<file path="src/design/pes_pkg.sv">
`timescale 1ns / 1ps
// ----------------------------------------------------------------------------
// pes_pkg
// Shared types and codes for the packed element store.
// ----------------------------------------------------------------------------
package pes_pkg;

    localparam int KIND_W    = 2;
    localparam int IDX_W     = 10;
    localparam int VAL_W     = 5;
    localparam int ST_W      = 2;
    localparam int LEN_W     = 11;
    localparam int WORD_BITS = 16;
    localparam int BOFF_W    = 4;

    // request kinds
    localparam logic [KIND_W-1:0] KIND_READ   = 2'd0;
    localparam logic [KIND_W-1:0] KIND_WRITE  = 2'd1;
    localparam logic [KIND_W-1:0] KIND_APPEND = 2'd2;

    // result status codes
    localparam logic [ST_W-1:0] ST_DONE  = 2'd0;
    localparam logic [ST_W-1:0] ST_RANGE = 2'd1;
    localparam logic [ST_W-1:0] ST_FULL  = 2'd2;

    typedef struct packed {
        logic [KIND_W-1:0] kind;
        logic [IDX_W-1:0]  elem_index;
        logic [VAL_W-1:0]  elem_value;
    } in_t;

    typedef struct packed {
        logic [VAL_W-1:0] read_value;
        logic [ST_W-1:0]  status;
        logic [LEN_W-1:0] length;
    } out_t;

endpackage

</file>
<file path="src/design/pes_bank.sv">
`timescale 1ns / 1ps
// ----------------------------------------------------------------------------
// pes_bank
// One bank of word storage: one write port, one read port, registered read.
// ----------------------------------------------------------------------------
module pes_bank #(
    parameter int DEPTH = 161,
    localparam int AW = (DEPTH > 1) ? $clog2(DEPTH) : 1
) (
    input  logic                           clk,
    input  logic                           we,
    input  logic [AW-1:0]                  waddr,
    input  logic [pes_pkg::WORD_BITS-1:0]  wdata,
    input  logic                           re,
    input  logic [AW-1:0]                  raddr,
    output logic [pes_pkg::WORD_BITS-1:0]  rdata
);
    import pes_pkg::*;

    logic [WORD_BITS-1:0] mem [DEPTH];

    always_ff @(posedge clk)
    begin
        if (we)
        begin
            mem[waddr] <= wdata;
        end
    end

    always_ff @(posedge clk)
    begin
        if (re)
        begin
            rdata <= mem[raddr];
        end
    end

endmodule

</file>
<file path="config.mk">
export PLATFORM = sky130hd
export DESIGN_NAME = pes_bank
export DESIGN_NICKNAME = d
export VERILOG_FILES = /design/src/design/pes_pkg.sv /design/src/design/pes_bank.sv
export SDC_FILE = /design/constraint.sdc
export NUM_CORES = 2
export LEC_CHECK = 0
export ABC_AREA = 1
export BUFFER_PORTS_ARGS = -buffer_cell sky130_fd_sc_hd__buf_2
export CORE_UTILIZATION = 45
export CTS_CLUSTER_DIAMETER = 80
export DETAILED_ROUTE_END_ITERATION = 10
export GPL_TIMING_DRIVEN = 1
export PLACE_DENSITY_LB_ADDON = 0.05
export SETUP_SLACK_MARGIN = 0.02
export SKIP_CTS_REPAIR_TIMING = 1
export SLEW_MARGIN = 20
export SYNTH_ARGS = -nofsm -noshare
export SYNTH_HDL_FRONTEND = slang
export SYNTH_SLANG_ARGS = --single-unit
</file>
<file path="constraint.sdc">
create_clock -name clk -period 5.94 [get_ports clk]
set_input_delay 1.188 -clock clk [delete_from_list [all_inputs] [get_ports clk]]
set_output_delay 1.188 -clock clk [all_outputs]
set_load 0.02 [all_outputs]
</file>
=== After elaboration in Yosys (flattened, before gate mapping) ===
Memory sizes are Yosys's and may differ from the RTL's. A register that Yosys moved wholly into a read port is not among the register bits.
Index checks and enable logic that the tools add are counted.

* Output and inout bits: 16
* Bits in writable memories: 2576
* Input port bits: 35
* Flip-flop bits (word level): 0
* Memories: 1

* Multiplexer cells: 2

{| class="wikitable"
|+ Memories
! name !! words !! width !! rd ports !! clocked after Yosys merged registers in !! write ports !! line !! text
|-
| mem || 161 || 16 || 1 || 1 || 1 || pes_bank.sv:20 || <nowiki>logic [WORD_BITS-1:0] mem [DEPTH];</nowiki>
|}

{| class="wikitable"
|+ Operator list
! operator !! number
|-
| $mux 1 || 2
|}

=== Logic depth before layout (Yosys ltp) ===
* Depth after elaboration: 2
* Gate-level depth with buffers: 15
* Depth with buffers taken out: 11

=== Least setup slack after synthesis ===
No wires, ideal clock.

* Path type: input to register
* From: input port we
* To: memory mem[160][0] (enable)
* Setup time: 0.409 ns
* Arrival time: 3.014 ns
* Buffers on the path: 2
* Data required time: 5.531 ns
* Setup slack: 2.517 ns
* Stages on the path: 4
* Path through: clkbuf_1 buf_1 nand3_1 nor3_1

* Longest elaborated chain between the ends: 2

{| class="wikitable"
|+ Ends and longest elaborated chain
! item !! line !! text
|-
| from (decl) || pes_bank.sv:11 || <nowiki>input logic we,</nowiki>
|-
| $mux 1 || pes_bank.sv:24 || <nowiki>if (we)</nowiki>
|-
| $mux 1 (implied by the code) || pes_bank.sv:26 || <nowiki>mem[waddr] <= wdata;</nowiki>
|-
| to (decl) || pes_bank.sv:20 ||
|}

Every way passes these cells.

==> impl_metrics.csv <==
group,metric,value,unit
sta,slew_headroom,18.8,%
hold_path,min_from,"mem[160][12]",
floorplan,initial_core_util,45.3,%
critical_path,rr_startpoint,"mem[94][11]",
routing,num_vias,67700,
sta,finalSetupTns,0,ps
global_route,grt_pass1_wl,469000,um
final_layout,regArea,77800,um^2
critical_path,worstSetupPathType,"input port to register",
clock_network,clk_latency,950,ps
clock_network,cts.sinks,2592,
pwr,totalPowerFinal,39.3,mW
sta,worst_slew_pin_slew,1220,ps
clock_network,cts_htree_levels,5,
sta,finalCritPeriodShare,68.3,%
synth,synth_area_per_cell,12.3,um^2
floorplan,fp.dieH,484,um
global_route,antenna_found_initial,21,
critical_path,crit_fanout,135,
global_route,grt_pass1_vias,63300,
clock_network,numCtsBuffers,295,
final_layout,final_cells,11800,
sta,hold_viol_final,0,
placed_design,dp_hpwl,182000,um
final_layout,drive_above_1_share,8.71,%
synth,synth_top_area_cell,"edfxtp_1",
final_layout,fill_cells,19900,
clock_network,root_buffer,"clkbuf_16",
critical_path,worstPathArrival,4880,ps
routing,ant_nets,0,
placed_design,gp_congestion,0.890,
routing,first_pass_iters,7,
pwr,cellPowerDensity,336,nW/um^2
routing,routed_wl,328000,um
critical_path,critPathMaxStageDelay,550,ps
sta,setup_violations,0,
critical_path,rr_endpoint,"rdata[11]",
synth,synth-edff-count,2592,
critical_path,rrSetupSlack,3570,ps
routing,wl_per_cell,27.9,um
floorplan,rows,176,
routing,drt_first_iter_violations,7902,
synth,yosys_warnings,0,
global_route,grt_max_degree,176,
hold_path,worst_hold_path_type,"register to register",
synth,yosys.cell_count.top_type,"edfxtp_1",
sta,hold_ws,571,ps
synth,synth_ff_type,"edfxtp_1",
clock_network,cts_tree,"yes",
placed_design,dp.cells,11300,
sta,rsz0062_at_grt,"false",
clock_network,clkTransAtPathRegs,60,ps
critical_path,startpoint_type,"input port",
critical_path,cp-end-kind,"register",
global_route,grt_usage,27.7,%
synth,synth_area_leaders,"edfxtp_1 75%, nand3_1 10%, nand2_1 8.4%",
job,max_cap_violations,0,
hold_path,holdPathStages,2,
routing,drc,0,
synth,yosys-top-cells-count,"2,592 x edfxtp_1, 2,327 x nand2_1, 2,165 x nand3_1, 459 x nor2_1, 311 x buf_2",
synth,syn_nets,8536,
critical_path,critPathSlowestCell,"inv_16",
global_route,grt_overflow,0,
floorplan,dieArea,234000,um^2
sta,maxSlewViolCount,0,
pwr,ir_drop,0.272,mV
floorplan,ioPinCount,51,
final_layout,nNetsFinal,8577,
sta,max_freq,247,MHz
sta,finalClockSkew,49.6,ps
synth,async_flop_share,0,%
critical_path,crit_top_cell,"nand3_1",
final_layout,postLayoutCoreUtil,50.8,%
pwr,p_leak,40.1,nW
clock_network,cts_buffer_depth,4,
synth,syn_area,104000,um^2
sta,fin_crit,4060,ps
hold_path,hold_path_end,"rdata[12]",
floorplan,chipWidth,484,um
floorplan,core,230000,um^2
synth,seq_area_frac_synth,74.6,%
final_layout,synthToLayoutAreaGrowth,12.1,%
synth,netlist-cell-type-count,22,
synth,netlist.area_leader.share,74.6,%
status,status,"finished, final reports clean",
final_layout,multi_input_area,23600,um^2
routing,via_per_inst,5.76,
placed_design,portBuffers,50,
critical_path,rr_worst_depth,10,
synth,synth_seq_cells,2592,
critical_path,worstPathCellList,"buf_8, inv_16, buf_12, buf_4, buf_4, nand2_1, nand3_1, nand3_1, nand3_1, nand3_1, nand3_1, nand3_1, nand2_1, nand2_1, nand2_1",
critical_path,required,6770,ps
synth,synthCells,8501,
[worst max path at each step]
stage                        start     endpoint  slack, ps  depth (start not counted)
after floorplan                 we  mem[160][0]       2520                          4
final                     raddr[0]    rdata[11]       1880                         15
after global routing      raddr[0]    rdata[11]       1830                         15
after CTS                 raddr[0]    rdata[11]       2050                         15
after detailed placement  raddr[0]    rdata[11]       1040                         15
after global placement    raddr[0]    rdata[11]       1030                         15
[power by group]
group	switching [mW]	leakage (nW)	internal [mW]
Combinational	1.88	12.6	0.536
Clock	7.08	4.16	9.56
Sequential	0.0195	23.3	20.2
[sequential cells by signal (all words and copies together) (netlist names)]
signal  flops
mem      2576
rdata      16
[layer usage]
metal / global-route usage, % / part of all wire [%] / vias to the layer above
met5: 0 / 0.0034 / -
met1: 40.0 / 44 / 34100
met2: 42.6 / 46 / 2587
met4: 9.54 / 3.3 / 2
li1: - / - / 30600
met3: 4.23 / 6.8 / 493
[critical path, delay by kind of cell]
kind	cells	cell delay, ps
buf+inv	5	1850
simple gates	10	1610
[cells by family after synthesis]
group | synth area share, %
simple gates | 20.5
flops | 74.6
buf+inv | 3.08
compound gates | 1.85
[layout make-up]
| type | count | area share (%) |
|---|---|---|
| multi-input combinational | 5288 | 20.2 |
| tap | 3026 | 3.24 |
| clock buffer | 376 | 6.72 |
| clock inverter | 109 | 0.564 |
| timing repair buffer | 318 | 2.55 |
| inverter | 47 | 0.183 |
| antenna | 9 | 0.0193 |
| sequential | 2592 | 66.6 |
[layout by cell type, fill, tap and decap left out, drive strengths merged]
| cell type | n |
|---|---|
| clkbuf | 376 |
| o31ai | 8 |
| nand2 | 2327 |
| o21ai | 195 |
| nand3 | 2165 |
| bufinv | 7 |
| o211ai | 84 |
| inv | 50 |
| buf | 318 |
| or2 | 9 |
| o221ai | 17 |
| nor3 | 1 |
| diode | 9 |
| a21oi | 23 |
| clkinv | 99 |
| nor2 | 459 |
| edfxtp | 2592 |
[stage by stage]
stage / area (um^2) / setup WS, ps
after floorplan: 104000 / 2520
after global placement: 108000 / 1030
after detailed placement: 108000 / 1040
after CTS: 117000 / 2050
after global routing: 117000 / 1830
final: 117000 / 1880
No activity file was read; power rests on OpenSTA's default activity.
