File: config.mk
export PLATFORM = sky130hd
export DESIGN_NAME = pes_lane
export DESIGN_NICKNAME = d
export VERILOG_FILES = /design/src/design/pes_pkg.sv /design/src/design/pes_lane.sv
export SDC_FILE = /design/constraint.sdc
export NUM_CORES = 1
export LEC_CHECK = 0
export ABC_AREA = 0
export BUFFER_PORTS_ARGS = -buffer_cell sky130_fd_sc_hd__buf_4
export CORE_ASPECT_RATIO = 1.4
export CORE_MARGIN = 1
export CORE_UTILIZATION = 35
export DETAILED_ROUTE_END_ITERATION = 16
export PLACE_DENSITY = 0.77
export SLEW_MARGIN = 15
export SYNTH_ARGS = -nofsm -noshare
export SYNTH_HDL_FRONTEND = slang
export SYNTH_SLANG_ARGS = --single-unit
File: constraint.sdc
create_clock -name vclk -period 3.9
set_input_delay 0.78 -clock vclk [all_inputs]
set_output_delay 0.78 -clock vclk [all_outputs]
set_load 0.05 [all_outputs]
File: src/design/pes_pkg.sv
`timescale 1ns / 1ps
// ----------------------------------------------------------------------------
// pes_pkg
// Shared types and codes for the packed element store.
// ----------------------------------------------------------------------------
package pes_pkg;

    localparam int KIND_W    = 2;
    localparam int IDX_W     = 10;
    localparam int VAL_W     = 5;
    localparam int ST_W      = 2;
    localparam int LEN_W     = 11;
    localparam int WORD_BITS = 16;
    localparam int BOFF_W    = 4;

    // request kinds
    localparam logic [KIND_W-1:0] KIND_READ   = 2'd0;
    localparam logic [KIND_W-1:0] KIND_WRITE  = 2'd1;
    localparam logic [KIND_W-1:0] KIND_APPEND = 2'd2;

    // result status codes
    localparam logic [ST_W-1:0] ST_DONE  = 2'd0;
    localparam logic [ST_W-1:0] ST_RANGE = 2'd1;
    localparam logic [ST_W-1:0] ST_FULL  = 2'd2;

    typedef struct packed {
        logic [KIND_W-1:0] kind;
        logic [IDX_W-1:0]  elem_index;
        logic [VAL_W-1:0]  elem_value;
    } in_t;

    typedef struct packed {
        logic [VAL_W-1:0] read_value;
        logic [ST_W-1:0]  status;
        logic [LEN_W-1:0] length;
    } out_t;

endpackage

File: src/design/pes_lane.sv
`timescale 1ns / 1ps
// ----------------------------------------------------------------------------
// pes_lane
// Extracts and inserts one element in a pair of adjacent 16-bit words.
// ----------------------------------------------------------------------------
module pes_lane #(
    parameter int ELEM_BITS = 5
) (
    input  logic [pes_pkg::WORD_BITS-1:0] lo_word,
    input  logic [pes_pkg::WORD_BITS-1:0] hi_word,
    input  logic [pes_pkg::BOFF_W-1:0]    bit_off,
    input  logic [ELEM_BITS-1:0]          wr_value,
    output logic [ELEM_BITS-1:0]          elem,
    output logic [pes_pkg::WORD_BITS-1:0] new_lo,
    output logic [pes_pkg::WORD_BITS-1:0] new_hi
);
    import pes_pkg::*;

    localparam int PAIR_W = 2 * WORD_BITS;
    localparam logic [PAIR_W-1:0] ELEM_MASK = PAIR_W'((64'd1 << ELEM_BITS) - 64'd1);

    logic [PAIR_W-1:0] pair;
    logic [PAIR_W-1:0] field;
    logic [PAIR_W-1:0] merged;

    always_comb
    begin
        pair   = {hi_word, lo_word};
        field  = pair >> bit_off;
        elem   = field[ELEM_BITS-1:0];
        merged = (pair & ~(ELEM_MASK << bit_off)) | (PAIR_W'(wr_value) << bit_off);
        new_lo = merged[WORD_BITS-1:0];
        new_hi = merged[PAIR_W-1:WORD_BITS];
    end

endmodule

# After elaboration in Yosys (flattened, before gate mapping)
# Cells that the tools add are included.
[totals]
reg_bits = 0
wordCells = 6
in_bits = 41
[op_classes]
n_bitwise = 3
shift = 3
[ops]
columns = ["cell", "count"]
rows = [
  ["AND 32 bit", 1],
  ["inverter 32 bit", 1],
  ["bitwise OR 32 bit", 1],
  ["left shift 5 x 4 -> 32 bit", 1],
  ["left shift 5 x 4 -> 32 bit, first input constant", 1],
  ["right shift 32 x 4 -> 5 bit", 1],
]

# Depth between registers and ports, before layout
# Gate-level depths: netlist of run 1.
[depth]
depth_word = 4
depth_mapped = 7
ltp_nobuf = 4

# Worst setup path before layout of run 1
# OpenSTA, ideal clock, no wires.
[synth_timing]
path_type = "input to output"
start = "input bit_off[1] in the netlist's numbering"
end = "output new_hi[1] in the netlist's numbering"
setup_slack_ns = 0.491
t_required_ns = 3.120
cell_stages = 5
arrival_ns = 2.629
path_cell_list = "buf_2 > buf_2 > nand2_1 > mux2_2 > o21ai_0"
[synth_via]
elab_chain_cells = 4
elab_cells_between_ends = 5
cone_classes = "2 x shift; 3 x bitwise"
[synth_lines]
columns = ["element", "line_no", "text"]
rows = [
  ["from (decl)", "pes_lane.sv:11", "input logic [pes_pkg::BOFF_W-1:0] bit_off,"],
  ["left shift 5 x 4 -> 32 bit", "pes_lane.sv:31", "merged = (pair & ~(ELEM_MASK << bit_off)) | (PAIR_W'(wr_value) << bit_off);"],
  ["inverter 32 bit", "pes_lane.sv:31", ""],
  ["AND 32 bit", "pes_lane.sv:31", ""],
  ["bitwise OR 32 bit (*)", "pes_lane.sv:31", ""],
  ["to (decl)", "pes_lane.sv:15", "output logic [pes_pkg::WORD_BITS-1:0] new_hi"],
]
# Every way passes the cells marked *; elsewhere a longest branch is shown, timed or not.

# Worst setup path in the final report of run 1
[layout_timing]
start = "input bit_off[0] in the netlist's numbering"
end = "output new_lo[15] in the netlist's numbering"
[layout_via]
elab_chain_cells = 4
elab_cells_between_ends = 5
cone_classes = "2 x shift; 3 x bitwise"
[layout_lines]
columns = ["element", "line_no", "text"]
rows = [
  ["left shift 5 x 4 -> 32 bit", "pes_lane.sv:31", ""],
  ["inverter 32 bit", "pes_lane.sv:31", ""],
  ["AND 32 bit", "pes_lane.sv:31", ""],
  ["bitwise OR 32 bit (*)", "pes_lane.sv:31", ""],
  ["to (decl)", "pes_lane.sv:14", "output logic [pes_pkg::WORD_BITS-1:0] new_lo,"],
]
# Marks and branches as above.

==> flow_summary.toml, run 1 <==
[cells_and_area]
clkbuf_count = 0
antenna_cells = 0
drive_above_1_share_pct = 46.9
nets = 220
area_growth_syn_to_layout_pct = 24.5
finalNonFillerCells = 216
seq_area_sq_um = 0
flops_and_latches = 0
mostFrequentLayoutCell = "buf_4"
layout_common_cells = "buf_4, nand2_1, mux4_2"

[hold_path]
holdPathStages = 0
min_to = "new_hi[10]"
hp-class = "in2out"
min_from = "hi_word[10]"

[logic_synthesis]
yosysWarnings = 0
synth.net_count = 189
yosys.cell_types.count = 35
seq_area_frac_synth_pct = 0
synth_top_area_share_pct = 31.6
synthCells = 148
synth.largest_area_cell = "mux4_2"
yosys-top-cells-area = "mux4_2, buf_4, nand2_1"
syn_area_per_cell_sq_um = 8.18
netlist_area_sq_mm = 0.00121

[power_and_ir_drop]
ir_drop_mv = 0.0900
leakagePower_nw = 0.643
power_per_cell_area_mw_per_mm2 = 201

[detailed_routing]
topRoutingLayerUsed = "met4"
first_pass_iters = 4
drt_iter0_markers = 70
wirelength_met1_um = 1550
route.met3.wl_um = 270
routed_via_density = 6.19
vias = 1336
dr_wl_met2_um = 1930
drc = 0
ant_nets = 0
routed_wl_um = 3840
wl_per_cell_um = 17.8

[sta]
maxSlewViolCount = 0
setup_violations = 0
timing_hold_violations_final = 0
final.period_utilization_pct = 80.5
rsz0062_at_grt = "false"
tns_ps = 0
layout_min_cycle_time_ps = 3140
worst_pin_slew_ps = 599
whs_ps = 1560
timing.fmax_ghz = 0.319
max-slew-margin-rel_pct = 60.0

[place]
gp_congestion = 0.875
portBuffers = 54
placed_cells = 216
place_hpwl_um = 2900

[worst_setup_path]
cp.required_ps = 3120
slowest_delay_ps = 650
end_kind = "output port"
crit_type = "in2out"
cp.buffers_inverters = 2
cp-start-kind = "input pin"
crit_family = "multiplexers"
crit_chain = "buf_4 > mux4_1 > nand2b_1 > o31ai_1 > a21oi_1 > buf_4"
cp_data_arrival_time_ps = 2360
crit_top_cell = "buf_4"
startpoint = "bit_off[0]"
worstPathMaxFanout = 29
crit_slowest_cell = "mux4_1"

[grt]
grt_antenna_before_repair = 0
grt_overflow = 0
track_usage_pct = 21.5
grt_pass1_vias = 1302
grt_pass1_wl_um = 6200
grt_max_degree = 38

[floorplanning]
start_util_pct = 37.7
dieArea_sq_mm = 0.00370
ios = 78
coreArea_sq_mm = 0.00321
die_w_um = 51.7
fp-row-count = 24
die_h_um = 71.6

[status]
status = "completed"

[cts]
hold_buffers = 0
cts_setup_buffers = 0
cts_resized = 0

[run]
cap_violations = 0
-- power by group --
group	internal [mW]	total (mW)	switching (mW)
sequential	0	0	0
clock	0	0	0
combinational	0.116	0.303	0.186
-- cells in the mapped netlist (all sizes together), types with 2 or more instances --
master,n
nand2,22
buf,23
nor2,11
a22o,3
a31oi,2
o21ai,7
nor2b,3
nand3,3
nand2b,2
o221ai,3
mux2i,6
mux4,18
clkbuf,2
mux2,6
o22a,2
a22oi,6
inv,3
or2,4
a21oi,10
-- kinds of logic (layout without fill, tap and decap cells) --
kind of cell	Yosys count	after routing	share of synthesized area, %
and+or+nand+nor	48	48	17.6
AOI/OAI and AO/OA	42	42	24.2
muxes	30	30	44.3
buffers and inverters	28	57	13.9
-- metal layers --
layer	GRT usage (%)	up-vias
met2	35.4	69
met5	0	-
met1	29.9	628
li1	-	627
met4	7.21	0
met3	1.06	12
-- area by class of cell --
type | count | area (sq um)
fillers | 323 | 1710
well taps | 39 | 48.8
multi-input cells | 120 | 1040
repair buffers | 54 | 405
inverters | 3 | 11.3
-- per-stage QoR --
stage | total power [mW] | util (%) | worst slack [ps] | area, sq um
after global routing | 0.320 | 46.9 | 664 | 1510
after detailed placement | 0.301 | 46.9 | 767 | 1510
after floorplan | 0.244 | - | 491 | 1210
after global placement | 0.299 | 46.9 | 785 | 1510
final | 0.303 | 46.9 | 761 | 1510
after CTS | 0.302 | 46.9 | 766 | 1510
-- worst max-delay path by stage --
stage                 endpoint  slack [ps]  depth (start not counted)
floorplan            new_hi[1]         490                          5
global placement     new_lo[7]         790                          6
detailed placement   new_lo[7]         770                          6
CTS                  new_lo[7]         770                          6
global route        new_lo[15]         660                          6
finish              new_lo[15]         760                          6
Power figures use the tool's default switching activity.
==> inputs of run 2 (changes only) <==
- ABC_AREA: 0 -> 1
- clock period: 3.9 -> 3.1 ns (I/O delays scaled with it)
==> run 2 against run 1 <==
Against the previous run:
- synthesized cell count up 89%
- critical path type unchanged
- first-iteration DRC count up 110%
- global-route usage up 2.0 points
- combinational power up 22%
- setup slack worse by 190 ps
- sequential share of layout area unchanged
- sequential cell count unchanged
- design area up 1.2%
- power up 22%
- core utilization down 1.7 points
==> flow_summary.toml, run 2 <==
[hold_path]
holdPathStages = 0
min_from = "hi_word[12]"
hp-class = "in2out"

[logic_synthesis]
yosys.cell_types.count = 16
yosysWarnings = 0
synth_most_common_cell = "nand2_1"
synth_commonest_cells = "nand2_1, nand3_1, nor2_1, inv_1, o21ai_0"
synth_top_area_share_pct = 42.8
synth.largest_area_cell = "nand2_1"
synth.net_count = 321
syn_area_per_cell_sq_um = 4.45
seq_area_frac_synth_pct = 0
synthCells = 280
netlist_area_sq_mm = 0.00125
yosys-top-cells-area = "nand2_1, nand3_1, buf_4"

[cells_and_area]
antenna_cells = 0
multi_input_area_sq_um = 990
drive_above_1_share_pct = 19.4
flops_and_latches = 0
seq_area_sq_um = 0
area_growth_syn_to_layout_pct = 22.5
mostFrequentLayoutCell = "nand2_1"
layout_common_cells = "nand2_1, buf_4, nand3_1"
nets = 352
num-fill-cells = 416
finalNonFillerCells = 349
clkbuf_count = 0

[floorplanning]
die_h_um = 72.6
dieArea_sq_mm = 0.00381
ios = 78
fp-row-count = 25
coreArea_sq_mm = 0.00338
start_util_pct = 36.9
die_w_um = 52.4

[status]
status = "completed"

[sta]
layout_min_cycle_time_ps = 2530
rsz0062_at_grt = "false"
max-slew-margin-rel_pct = 74.5
timing_hold_violations_final = 0
setup_violations = 0
worst_pin_slew_ps = 381
fin_ws_ps = 572
maxSlewViolCount = 0
final.period_utilization_pct = 81.5
tns_ps = 0
whs_ps = 1240
timing.fmax_ghz = 0.396

[place]
pre_cts_slack_ps = 598
placed_cells = 349
place_hpwl_um = 3520
portBuffers = 54
gp_congestion = 0.999

[cts]
hold_buffers = 0
cts_setup_buffers = 0
cts_resized = 0

[detailed_routing]
drt_iter0_markers = 146
routed_via_density = 5.50
routed_wl_um = 4530
vias = 1918
drc = 0
ant_nets = 0
first_pass_iters = 6
wl_per_cell_um = 13.0

[power_and_ir_drop]
p_int_mw = 0.112
ir_drop_mv = 0.138
power_mw = 0.369
sequentialPowerShare_pct = 0
p_clk_share_pct = 0
power_per_cell_area_mw_per_mm2 = 242
p_sw_mw = 0.256
comb_power_share_pct = 100.0
leakagePower_nw = 0.906
p_sw_share_pct = 69.5

[worst_setup_path]
worstPathMaxFanout = 13
cp-start-kind = "input pin"
crit_chain = "buf_4 > nor2_1 > buf_4 > nand3_1 > nand3_1 > nor2_1 > nor2_1 > buf_4"
end_kind = "output port"
crit_type = "in2out"
slowest_delay_ps = 330
cp_data_arrival_time_ps = 1910
startpoint = "bit_off[1]"
crit_slowest_cell = "nor2_1"
cp.required_ps = 2480

[grt]
grt_pass1_vias = 1650
track_usage_pct = 23.6
grt_pass1_wl_um = 7170
grt_overflow = 0
grt_max_degree = 29
grt_antenna_before_repair = 0

[run]
cap_violations = 0
-- run 2: cell count changes in the layout (fill, tap and decap cells not counted), moves of 7 or more --
cell,delta
inv_1,+13
o21ai_0,+9
mux4_2,-17
nand3_1,+46
a21oi_1,-7
nand2_1,+120
-- run 2: metal layers --
layer / up-vias / global-route usage [%] / wire, um
met3: 12 / 0.625 / 427
met2: 117 / 40.9 / 2250
met1: 851 / 30.6 / 1750
li1: 938 / - / -
met5: - / 0 / 0
met4: 0 / 7.60 / 102
-- run 2: metrics by stage --
step | instance area, sq um | util (%)
after global routing | 1530 | 45.2
after floorplan | 1250 | -
after detailed placement | 1530 | 45.2
after CTS | 1530 | 45.2
final | 1530 | 45.2
after global placement | 1530 | 45.2
-- run 2: critical path, delay by kind of cell --
kind          cells  cell delay [ps]
buf+inv           3              610
simple gates      5              660
-- run 2: kinds of logic after synthesis --
group	count (synthesis)	synth area share, %
buffers and inverters	45	20.6
AO/OA/AOI/OAI	23	9.84
AND/OR/NAND/NOR	212	69.6
-- run 2: final timing paths --
kind	slack [ps]	endpoint
max	570	elem[2]
min	1240	new_hi[12]
-- run 2: area by class of cell --
cell class | instances | share of cell area (%)
timing repair buffer | 55 | 27.0
multi-input combinational | 235 | 64.8
inverter | 19 | 4.84
tap | 40 | 3.28
-- run 2: power by group through the flow --
stage	Clock, mW	Combinational [mW]	Sequential [mW]
after floorplan	0	0.296	0
after global placement	0	0.364	0
after detailed placement	0	0.364	0
after CTS	0	0.365	0
after global routing	0	0.395	0
final	0	0.369	0
